--- config.mk ---
export PLATFORM = sky130hd
export DESIGN_NAME = rle_sprite_decoder_unit
export DESIGN_NICKNAME = d
export VERILOG_FILES = /design/src/hw/rtl/rsd_pkg.sv /design/src/hw/rtl/rsd_core.sv /design/src/hw/rtl/rsd_outq.sv /design/src/hw/rtl/rle_sprite_decoder_unit.sv
export SDC_FILE = /design/constraint.sdc
export NUM_CORES = 2
export LEC_CHECK = 0
export ABC_AREA = 1
export ABC_CLOCK_PERIOD_IN_PS = 19300
export BUFFER_PORTS_ARGS = -buffer_cell sky130_fd_sc_hd__clkbuf_2
export CORE_ASPECT_RATIO = 1.4
export CORE_UTILIZATION = 52
export CTS_BUF_LIST = sky130_fd_sc_hd__clkbuf_8
export DETAILED_ROUTE_END_ITERATION = 10
export PLACE_DENSITY = 0.79
export SLEW_MARGIN = 25
export SYNTH_ARGS = -nofsm -noshare
export SYNTH_HDL_FRONTEND = slang
export SYNTH_SLANG_ARGS = --single-unit
--- constraint.sdc ---
create_clock -name clk_i -period 19.3 [get_ports clk_i]
set_clock_uncertainty 0.15 [all_clocks]
set_input_delay 2.895 -clock clk_i [delete_from_list [all_inputs] [get_ports clk_i]]
set_output_delay 2.895 -clock clk_i [all_outputs]
set_load 0.1 [all_outputs]
--- src/hw/rtl/rsd_pkg.sv ---
// shared types and constants of the run-length sprite decoder
package rsd_pkg;

  localparam int MAX_DIM_DEFAULT = 1024;
  localparam int PIX_ADDR_W      = 20;
  localparam int CFG_DATA_W      = 16;
  localparam int OUTQ_DEPTH      = 4;
  localparam int OUTQ_PTR_W      = $clog2(OUTQ_DEPTH);
  localparam int OUTQ_CNT_W      = $clog2(OUTQ_DEPTH + 1);

  // configuration register indexes
  localparam logic REG_RECORD_LENGTH = 1'b0;
  localparam logic REG_ROTATE_MODE   = 1'b1;

  localparam logic [15:0] MIN_RECORD_LENGTH = 16'd8;

  // result kinds
  localparam logic KIND_PIXEL = 1'b0;
  localparam logic KIND_DONE  = 1'b1;

  typedef enum logic [2:0] {
    PH_HEADER = 3'd0,
    PH_COUNT  = 3'd1,
    PH_SKIP   = 3'd2,
    PH_RUNLEN = 3'd3,
    PH_PIXEL  = 3'd4,
    PH_IDLE   = 3'd5
  } phase_e;

  typedef struct packed {
    logic                  kind;
    logic [PIX_ADDR_W-1:0] pixel_address;
    logic [7:0]            color_index;
    logic [15:0]           pic_width;
    logic [15:0]           pic_height;
    logic [15:0]           offset_x;
    logic [15:0]           offset_y;
    logic                  oversize;
    logic                  last;
  } res_t;

  // results of one decoded byte: pixel first, done second
  typedef struct packed {
    logic pix_vld;
    res_t pix;
    logic done_vld;
    res_t done;
  } step_res_t;

endpackage

--- src/hw/rtl/rsd_core.sv ---
// decode state and per-byte step logic of the run-length sprite decoder
module rsd_core #(
  parameter int MAX_DIM = rsd_pkg::MAX_DIM_DEFAULT
) (
  input  logic              clk_i,
  input  logic              rst_ni,
  input  logic              step_i,
  input  logic [7:0]        byte_i,
  input  logic [15:0]       record_length_i,
  input  logic              rotate_mode_i,
  output rsd_pkg::step_res_t res_o
);

  localparam int DIM_W    = $clog2(MAX_DIM + 1);
  localparam int COL_W    = $clog2(MAX_DIM + 256);
  localparam int ADDR_RAW = $clog2(MAX_DIM * (MAX_DIM + 257) + 1);
  localparam int ADDR_W   = (ADDR_RAW > rsd_pkg::PIX_ADDR_W) ? ADDR_RAW : rsd_pkg::PIX_ADDR_W;
  localparam logic signed [16:0] MAX_S = 17'(MAX_DIM);

  rsd_pkg::phase_e    phase_q, phase_d;
  logic [15:0]        bc_q, bc_d;
  logic [3:0][15:0]   hdr_q, hdr_d, hdr_cur;
  logic [DIM_W-1:0]   row_q, row_d, row_n, row_c;
  logic [COL_W-1:0]   col_q, col_d, col_inc, skip_x, ar_col;
  logic [7:0]         total_q, total_d;
  logic [8:0]         seen_q, seen_d, seen_inc, ar_seen;
  logic [7:0]         run_q, run_d;
  logic [ADDR_W-1:0]  line_rm_q, line_rm_d, line_rm_n, line_rm_c;
  logic [DIM_W-1:0]   line_rot_q, line_rot_d, line_rot_n, line_rot_c;
  logic [ADDR_W-1:0]  addr_rm_q, addr_rm_d, addr_rot_q, addr_rot_d, addr_sel;
  logic [ADDR_W-1:0]  area_q, area_d, skip_rot;
  logic [DIM_W-1:0]   w_u, h_u;
  logic [15:0]        rl_eff;
  logic [16:0]        bc1, bc2;
  logic               done, stop1, stop2, hdr_ok, oversize;
  logic               ar_en, cnt_en, cnt_next_row;

  assign w_u      = hdr_q[0][DIM_W-1:0];
  assign h_u      = hdr_q[1][DIM_W-1:0];
  assign rl_eff   = (record_length_i < rsd_pkg::MIN_RECORD_LENGTH) ?
                    rsd_pkg::MIN_RECORD_LENGTH : record_length_i;
  assign bc1      = {1'b0, bc_q} + 17'd1;
  assign bc2      = {1'b0, bc_q} + 17'd2;
  assign done     = bc1 >= {1'b0, rl_eff};
  assign stop1    = done;
  assign stop2    = bc2 >= {1'b0, rl_eff};

  assign row_n      = row_q + DIM_W'(1);
  assign line_rm_n  = line_rm_q + ADDR_W'(w_u);
  assign line_rot_n = line_rot_q - DIM_W'(1);
  assign skip_x     = col_q + COL_W'(byte_i);
  assign skip_rot   = ADDR_W'(byte_i) * ADDR_W'(h_u);
  assign col_inc    = col_q + COL_W'(1);
  assign seen_inc   = (seen_q == 9'd511) ? seen_q : seen_q + 9'd1;

  // header words including the byte at hand
  always_comb begin
    hdr_cur = hdr_q;
    if (phase_q == rsd_pkg::PH_HEADER) begin
      hdr_cur[bc_q[2:1]][{bc_q[0], 3'b000} +: 8] = byte_i;
    end
  end

  assign oversize = ($signed({hdr_cur[0][15], hdr_cur[0]}) > MAX_S) ||
                    ($signed({hdr_cur[1][15], hdr_cur[1]}) > MAX_S);
  assign hdr_ok   = ($signed(hdr_cur[0]) > 16'sd0) && ($signed(hdr_cur[1]) > 16'sd0) &&
                    !oversize;

  // next state
  always_comb begin
    phase_d      = phase_q;
    bc_d         = bc_q;
    hdr_d        = hdr_cur;
    row_d        = row_q;
    col_d        = col_q;
    total_d      = total_q;
    seen_d       = seen_q;
    run_d        = run_q;
    line_rm_d    = line_rm_q;
    line_rot_d   = line_rot_q;
    addr_rm_d    = addr_rm_q;
    addr_rot_d   = addr_rot_q;
    area_d       = area_q;
    ar_en        = 1'b0;
    ar_col       = col_q;
    ar_seen      = seen_q;
    cnt_en       = 1'b0;
    cnt_next_row = 1'b0;
    row_c        = row_q;
    line_rm_c    = line_rm_q;
    line_rot_c   = line_rot_q;

    case (phase_q)
      rsd_pkg::PH_HEADER: begin
        if (bc_q >= 16'd7) begin
          area_d = ADDR_W'(hdr_cur[0][DIM_W-1:0]) * ADDR_W'(hdr_cur[1][DIM_W-1:0]);
          if (hdr_ok) begin
            phase_d    = rsd_pkg::PH_COUNT;
            row_d      = '0;
            line_rm_d  = '0;
            line_rot_d = hdr_cur[1][DIM_W-1:0] - DIM_W'(1);
          end else begin
            phase_d = rsd_pkg::PH_IDLE;
          end
        end
      end
      rsd_pkg::PH_COUNT: begin
        cnt_en = 1'b1;
      end
      rsd_pkg::PH_SKIP: begin
        if (skip_x >= COL_W'(w_u)) begin
          // row ends; the same byte is then the next row's count
          if (stop1) begin
            phase_d = rsd_pkg::PH_IDLE;
          end else begin
            row_d      = row_n;
            line_rm_d  = line_rm_n;
            line_rot_d = line_rot_n;
            if (row_n >= h_u) begin
              phase_d = rsd_pkg::PH_IDLE;
            end else begin
              cnt_en       = 1'b1;
              cnt_next_row = 1'b1;
            end
          end
        end else begin
          col_d      = skip_x;
          seen_d     = seen_inc;
          addr_rm_d  = addr_rm_q + ADDR_W'(byte_i);
          addr_rot_d = addr_rot_q + skip_rot;
          phase_d    = rsd_pkg::PH_RUNLEN;
        end
      end
      rsd_pkg::PH_RUNLEN: begin
        seen_d = seen_inc;
        if (byte_i == 8'd0) begin
          ar_en   = 1'b1;
          ar_seen = seen_inc;
        end else begin
          run_d   = byte_i;
          phase_d = rsd_pkg::PH_PIXEL;
        end
      end
      rsd_pkg::PH_PIXEL: begin
        col_d      = col_inc;
        addr_rm_d  = addr_rm_q + ADDR_W'(1);
        addr_rot_d = addr_rot_q + ADDR_W'(h_u);
        seen_d     = seen_inc;
        run_d      = run_q - 8'd1;
        if (run_q == 8'd1) begin
          ar_en   = 1'b1;
          ar_col  = col_inc;
          ar_seen = seen_inc;
        end
      end
      default: begin
      end
    endcase

    // end of a run
    if (ar_en) begin
      if (ar_col >= COL_W'(w_u) || ar_seen >= {1'b0, total_q}) begin
        if (stop2) begin
          phase_d = rsd_pkg::PH_IDLE;
        end else begin
          row_d      = row_n;
          line_rm_d  = line_rm_n;
          line_rot_d = line_rot_n;
          phase_d    = (row_n >= h_u) ? rsd_pkg::PH_IDLE : rsd_pkg::PH_COUNT;
        end
      end else begin
        phase_d = rsd_pkg::PH_SKIP;
      end
    end

    // row count byte
    if (cnt_en) begin
      if (cnt_next_row) begin
        row_c      = row_n;
        line_rm_c  = line_rm_n;
        line_rot_c = line_rot_n;
      end
      total_d = byte_i;
      seen_d  = 9'd1;
      if (byte_i == 8'd0) begin
        row_d      = row_c + DIM_W'(1);
        line_rm_d  = line_rm_c + ADDR_W'(w_u);
        line_rot_d = line_rot_c - DIM_W'(1);
        phase_d    = ((row_c + DIM_W'(1)) >= h_u) ? rsd_pkg::PH_IDLE : rsd_pkg::PH_COUNT;
      end else begin
        col_d      = '0;
        addr_rm_d  = line_rm_c;
        addr_rot_d = ADDR_W'(line_rot_c);
        phase_d    = rsd_pkg::PH_SKIP;
      end
    end

    if (done) begin
      phase_d    = rsd_pkg::PH_HEADER;
      bc_d       = '0;
      hdr_d      = '0;
      row_d      = '0;
      col_d      = '0;
      total_d    = '0;
      seen_d     = '0;
      run_d      = '0;
      line_rm_d  = '0;
      line_rot_d = '0;
      addr_rm_d  = '0;
      addr_rot_d = '0;
    end else begin
      bc_d = bc_q + 16'd1;
    end
  end

  // results of the byte at hand
  assign addr_sel = rotate_mode_i ? addr_rot_q : addr_rm_q;

  always_comb begin
    res_o                     = '0;
    res_o.pix_vld             = step_i && (phase_q == rsd_pkg::PH_PIXEL) && (addr_sel < area_q);
    res_o.pix.kind            = rsd_pkg::KIND_PIXEL;
    res_o.pix.pixel_address   = addr_sel[rsd_pkg::PIX_ADDR_W-1:0];
    res_o.pix.color_index     = byte_i;
    res_o.done_vld            = step_i && done;
    res_o.done.kind           = rsd_pkg::KIND_DONE;
    res_o.done.pic_width      = hdr_cur[0];
    res_o.done.pic_height     = hdr_cur[1];
    res_o.done.offset_x       = hdr_cur[2];
    res_o.done.offset_y       = hdr_cur[3];
    res_o.done.oversize       = oversize;
    res_o.done.last           = 1'b1;
  end

  always_ff @(posedge clk_i or negedge rst_ni) begin
    if (!rst_ni) begin
      phase_q    <= rsd_pkg::PH_HEADER;
      bc_q       <= '0;
      hdr_q      <= '0;
      row_q      <= '0;
      col_q      <= '0;
      total_q    <= '0;
      seen_q     <= '0;
      run_q      <= '0;
      line_rm_q  <= '0;
      line_rot_q <= '0;
      addr_rm_q  <= '0;
      addr_rot_q <= '0;
      area_q     <= '0;
    end else if (step_i) begin
      phase_q    <= phase_d;
      bc_q       <= bc_d;
      hdr_q      <= hdr_d;
      row_q      <= row_d;
      col_q      <= col_d;
      total_q    <= total_d;
      seen_q     <= seen_d;
      run_q      <= run_d;
      line_rm_q  <= line_rm_d;
      line_rot_q <= line_rot_d;
      addr_rm_q  <= addr_rm_d;
      addr_rot_q <= addr_rot_d;
      area_q     <= area_d;
    end
  end

  // header bytes are exactly the first eight of a record
  a_header_count: assert property (@(posedge clk_i) disable iff (!rst_ni)
    (phase_q == rsd_pkg::PH_HEADER) == (bc_q <= 16'd7))
    else $error("header phase out of step with byte count");

  // a done result restarts the record
  a_done_restart: assert property (@(posedge clk_i) disable iff (!rst_ni)
    res_o.done_vld |=> (phase_q == rsd_pkg::PH_HEADER) && (bc_q == 16'd0))
    else $error("record not restarted after done");

endmodule

--- src/hw/rtl/rsd_outq.sv ---
// result queue of the run-length sprite decoder, takes up to two results a cycle
module rsd_outq (
  input  logic               clk_i,
  input  logic               rst_ni,
  input  rsd_pkg::step_res_t push_i,
  input  logic               out_stall_i,
  output logic               out_valid_o,
  output rsd_pkg::res_t      out_o,
  output logic               room_o
);

  localparam int DEPTH = rsd_pkg::OUTQ_DEPTH;
  localparam int PTR_W = rsd_pkg::OUTQ_PTR_W;
  localparam int CNT_W = rsd_pkg::OUTQ_CNT_W;

  rsd_pkg::res_t      mem_q [DEPTH];
  logic [PTR_W-1:0]   wr_q, rd_q;
  logic [CNT_W-1:0]   count_q;
  logic [1:0]         n_push;
  logic               pop, any_push, both_push;
  rsd_pkg::res_t      first;

  assign any_push  = push_i.pix_vld || push_i.done_vld;
  assign both_push = push_i.pix_vld && push_i.done_vld;
  assign n_push    = {1'b0, push_i.pix_vld} + {1'b0, push_i.done_vld};
  assign first     = push_i.pix_vld ? push_i.pix : push_i.done;

  assign out_valid_o = count_q != '0;
  assign out_o       = mem_q[rd_q];
  assign pop         = out_valid_o && !out_stall_i;
  assign room_o      = count_q <= CNT_W'(DEPTH - 2);

  always_ff @(posedge clk_i) begin
    if (any_push) begin
      mem_q[wr_q] <= first;
    end
    if (both_push) begin
      mem_q[wr_q + PTR_W'(1)] <= push_i.done;
    end
  end

  always_ff @(posedge clk_i or negedge rst_ni) begin
    if (!rst_ni) begin
      wr_q    <= '0;
      rd_q    <= '0;
      count_q <= '0;
    end else begin
      wr_q    <= wr_q + PTR_W'(n_push);
      rd_q    <= rd_q + PTR_W'(pop);
      count_q <= count_q + CNT_W'(n_push) - CNT_W'(pop);
    end
  end

  a_no_overflow: assert property (@(posedge clk_i) disable iff (!rst_ni)
    count_q <= CNT_W'(DEPTH))
    else $error("result queue overflow");

  // a push only comes while two entries are free
  a_push_room: assert property (@(posedge clk_i) disable iff (!rst_ni)
    any_push |-> room_o)
    else $error("result pushed without room");

endmodule

--- src/hw/rtl/rle_sprite_decoder_unit.sv ---
// top level of the run-length sprite decoder
//
// Bytes of a sprite record come in on the in channel, one item per byte,
// header first. Each opaque pixel leaves on the out channel as a pixel
// address and palette index; after the last byte of a record a done item
// carries the header words and the oversize flag. Both channels use valid
// and stall; an item moves on an edge with valid high and stall low.
// record_length and rotate_mode are written on the cfg port between items;
// the user must keep to this, as the block does not enforce it. A byte is
// registered on acceptance and is decoded once the result queue has room.
// Throughput: one byte per cycle while the queue has room; a byte that ends a
// record and also emits a pixel gives two items, which the out side takes one
// by one. The rate is set by the four-entry result queue, which takes a byte
// only while two entries are free.
// Reset clears the decoder to the start of a record and empties the queue.
// When the receiver stalls, the queue fills and the in channel stalls in turn.
module rle_sprite_decoder_unit #(
  parameter int MAX_DIM = rsd_pkg::MAX_DIM_DEFAULT
) (
  input  logic                           clk_i,
  input  logic                           rst_ni,
  input  logic                           cfg_we_i,
  input  logic                           cfg_index_i,
  input  logic [rsd_pkg::CFG_DATA_W-1:0] cfg_data_i,
  input  logic                           in_valid_i,
  output logic                           in_stall_o,
  input  logic [7:0]                     in_data_byte_i,
  output logic                           out_valid_o,
  input  logic                           out_stall_i,
  output logic                           out_kind_o,
  output logic [rsd_pkg::PIX_ADDR_W-1:0] out_pixel_address_o,
  output logic [7:0]                     out_color_index_o,
  output logic signed [15:0]             out_pic_width_o,
  output logic signed [15:0]             out_pic_height_o,
  output logic signed [15:0]             out_offset_x_o,
  output logic signed [15:0]             out_offset_y_o,
  output logic                           out_oversize_o,
  output logic                           out_last_o
);

  logic [15:0]        record_length_q;
  logic               rotate_mode_q;
  logic               in_valid_q, in_valid_d;
  logic [7:0]         in_byte_q;
  logic               accept, advance, room;
  rsd_pkg::step_res_t step_res;
  rsd_pkg::res_t      out_res;

  always_ff @(posedge clk_i or negedge rst_ni) begin
    if (!rst_ni) begin
      record_length_q <= rsd_pkg::MIN_RECORD_LENGTH;
      rotate_mode_q   <= 1'b0;
    end else if (cfg_we_i) begin
      case (cfg_index_i)
        rsd_pkg::REG_RECORD_LENGTH: record_length_q <= cfg_data_i;
        rsd_pkg::REG_ROTATE_MODE:   rotate_mode_q   <= cfg_data_i[0];
        default: begin
        end
      endcase
    end
  end

  // input register, drains into the decoder while the queue has room
  assign advance    = in_valid_q && room;
  assign in_stall_o = in_valid_q && !room;
  assign accept     = in_valid_i && !in_stall_o;

  always_comb begin
    in_valid_d = in_valid_q;
    if (accept) begin
      in_valid_d = 1'b1;
    end else if (advance) begin
      in_valid_d = 1'b0;
    end
  end

  always_ff @(posedge clk_i or negedge rst_ni) begin
    if (!rst_ni) begin
      in_valid_q <= 1'b0;
    end else begin
      in_valid_q <= in_valid_d;
    end
  end

  always_ff @(posedge clk_i) begin
    if (accept) begin
      in_byte_q <= in_data_byte_i;
    end
  end

  rsd_core #(
    .MAX_DIM(MAX_DIM)
  ) u_core (
    .clk_i          (clk_i),
    .rst_ni         (rst_ni),
    .step_i         (advance),
    .byte_i         (in_byte_q),
    .record_length_i(record_length_q),
    .rotate_mode_i  (rotate_mode_q),
    .res_o          (step_res)
  );

  rsd_outq u_outq (
    .clk_i      (clk_i),
    .rst_ni     (rst_ni),
    .push_i     (step_res),
    .out_stall_i(out_stall_i),
    .out_valid_o(out_valid_o),
    .out_o      (out_res),
    .room_o     (room)
  );

  assign out_kind_o          = out_res.kind;
  assign out_pixel_address_o = out_res.pixel_address;
  assign out_color_index_o   = out_res.color_index;
  assign out_pic_width_o     = $signed(out_res.pic_width);
  assign out_pic_height_o    = $signed(out_res.pic_height);
  assign out_offset_x_o      = $signed(out_res.offset_x);
  assign out_offset_y_o      = $signed(out_res.offset_y);
  assign out_oversize_o      = out_res.oversize;
  assign out_last_o          = out_res.last;

endmodule
==> results.yml <==
run_status:
  status: "completed"
global_route:
  grt_max_degree: 139
  antenna_found_initial: 4
  grt_pass1_vias: 40703
  grt_pass1_wl_microns: 224000
  overflow: 0
  track_usage_pct: 32.3
logic_synthesis:
  ys_seq_area_share_pct: 36.5
  yosysTopAreaCell: "edfxtp_1"
  synth_cell_types: 63
  async_flop_share_pct: 39.4
  synth_area_sq_um: 45500
  synth_fp_nets: 6443
  syn_inst: 5982
  synthFlopType: "edfxtp_1"
  syn_avg_cell_area_sq_um: 7.61
  synthTopCellsByArea: "edfxtp_1 18%, dfrtp_1 14%, nand2_1 11%"
  yosysTopAreaCellShare_pct: 17.7
  ys_ff_latch: 634
  synth_enable_flop_cells: 268
  yosys_warnings: 0
critical_path:
  criticalPathCategory: "register to register"
  crit_top_cell: "inv_1"
  cp.arrival_ns: 8.17
  critPathCaptureType: "register"
  start_kind: "register"
  slowest_delay_ns: 1.01
  rr_worst_depth: 30
  cp_slowest_cell: "dfrtp_1"
  worst-path-max-fanout: 23
  required_ns: 19.83
floorplan:
  die_area_sq_um: 88800
  core_sq_um: 86800
  die_w_microns: 252
  initial_core_util_pct: 52.5
  io_pins: 127
  core.rowCount: 128
  die_y_microns: 352
sta:
  hold_viol: 0
  setup_viol: 0
  finalMaxSlewViolations: 0
  rsz0062_at_grt: "no"
  tightestPinTransition_ns: 1.11
  finalWorstPathRequiredPeriod_ns: 7.64
  relSlewSlack_pct: 26.3
  min_period_over_period_pct: 39.6
  clock.fmax_mhz: 131
  tns_ns: 0
place:
  port_buffers: 126
  placed_cells: 7034
  gp_congestion: 1.01
  hpwl_microns: 101000
cells_and_area:
  mostFrequentLayoutCell: "nand2_1"
  area_delta_synth_final_pct: 7.75
  fin_nets: 6426
  fin_cells: 7221
  final_cell_mix: "1334 x nand2_1, 817 x inv_1, 679 x nor2_1, 480 x o21ai_0, 365 x a21oi_1"
  layout-drive-gt1-share_pct: 7.11
routing:
  initialDrtViolationCount: 3876
  ant_nets: 0
  wire_per_inst_microns: 20.1
  drcViolationCount: 0
  first_pass_iters: 9
  drt-total-wl_microns: 145000
  via_count: 42506
  vias_per_cell: 5.89
clock_tree:
  cts_setup_buffers: 0
  cts_tree: "built"
  holdBufCountCts: 0
  clockBufferDepth: 3
  post_cts_resized: 0
  htree_num_levels: 3
  numCtsBuffers: 99
  clkTransAtPathRegs_ns: 0.09
  clock-sinks: 634
  clock-root-buffer: "clkbuf_8"
  clk_latency_ns: 0.83
worst_hold_path:
  whs_path_depth: 2
  hold_class: "register to register"
job:
  max_cap_violations: 0
[logic make-up (layout without fill, tap and decap cells)]
| family | Yosys count | in the layout | synth area share, % |
|---|---|---|---|
| AND/OR/NAND/NOR | 2411 | 2411 | 21.7 |
| buffers and inverters | 1112 | 1179 | 9.43 |
| other | 0 | 2 | 0 |
| XOR/XNOR | 124 | 124 | 2.39 |
| adder cells (fa/ha/maj) | 431 | 431 | 14.4 |
| flip-flops | 634 | 634 | 36.5 |
| multiplexers | 3 | 3 | 0.0742 |
| AO/OA/AOI/OAI | 1267 | 1267 | 15.5 |
[routing by layer]
layer,share of wire (%),wire [microns],global-route usage [%]
met1,36,52500,37.0
met2,48,69700,54.3
met3,8.1,11800,5.26
met4,7.6,11000,23.9
met5,0.019,28,0
[stage by stage]
stage	instance area [sq um]	setup slack [ns]	util, %	hold WS (ns)
floorplan	45500	13.04	-	0.272
global placement	46900	11.93	54.0	0.289
detailed placement	46900	11.77	54.0	0.296
CTS	49000	11.78	56.5	0.308
global route	49100	11.21	56.5	0.331
finish	49100	11.66	56.5	0.312
[state kept, by name, indices dropped and copies added, names as in the netlist, 16 cells and up]
register	flops
u_core.line_rm_q	21
u_core.bc_q	16
u_outq.mem_q	376
record_length_q	16
u_core.hdr_q	53
u_core.addr_rm_q	21
u_core.area_q	21
u_core.addr_rot_q	21
[worst paths after layout]
path	slack, ns	startpoint	to
worst max-delay path	11.66	u_core.bc_q[0]$_DFFE_PN0P_	u_core.area_q[18]$_DFFE_PN0P_
worst min-delay path	0.31	u_outq.mem_q[3][0]$_SDFFE_PP1P_	u_outq.mem_q[3][0]$_SDFFE_PP1P_
worst max register to register	11.66	u_core.bc_q[0]$_DFFE_PN0P_	u_core.area_q[18]$_DFFE_PN0P_
worst min register to register	0.31	u_outq.mem_q[3][0]$_SDFFE_PP1P_	u_outq.mem_q[3][0]$_SDFFE_PP1P_
max in group asynchronous	15.11	rst_ni	u_core.addr_rot_q[7]$_DFFE_PN0P_
min in group asynchronous	1.91	rst_ni	u_core.line_rot_q[3]$_DFFE_PN0P_
[cells in the mapped netlist, types with 28 or more instances]
library cell / number
nor2_1: 684
fa_1: 156
dfxtp_1: 116
dfrtp_1: 249
xnor2_1: 28
clkbuf_1: 245
xor2_1: 96
nor3_1: 43
o21ai_0: 481
nand3_1: 195
o211ai_1: 34
nand2_1: 1334
o22ai_1: 278
edfxtp_1: 268
nand4_1: 56
a21oi_1: 365
ha_1: 275
inv_1: 788
[worst max-delay path: cells and delay by family, from the launching register on]
kind            cells  cell delay [ns]
fa+ha+maj           6             2.79
simple gates       12             1.69
buf+inv             8             1.33
compound gates      4             0.51
flops               1             1.01
[area by class of cell]
cell class,instances,area (sq um)
Fill cell,7941,37700
Multi-Input combinational cell,4236,24700
Sequential cell,634,16600
Inverter,816,3070
Clock buffer,119,1640
Tap cell,1170,1460
Timing Repair Buffer,178,1030
Clock inverter,66,523
Antenna cell,2,5.00
Power is not shown: default switching activity piles up to over one toggle a cycle in this logic, so the estimate is an artifact.
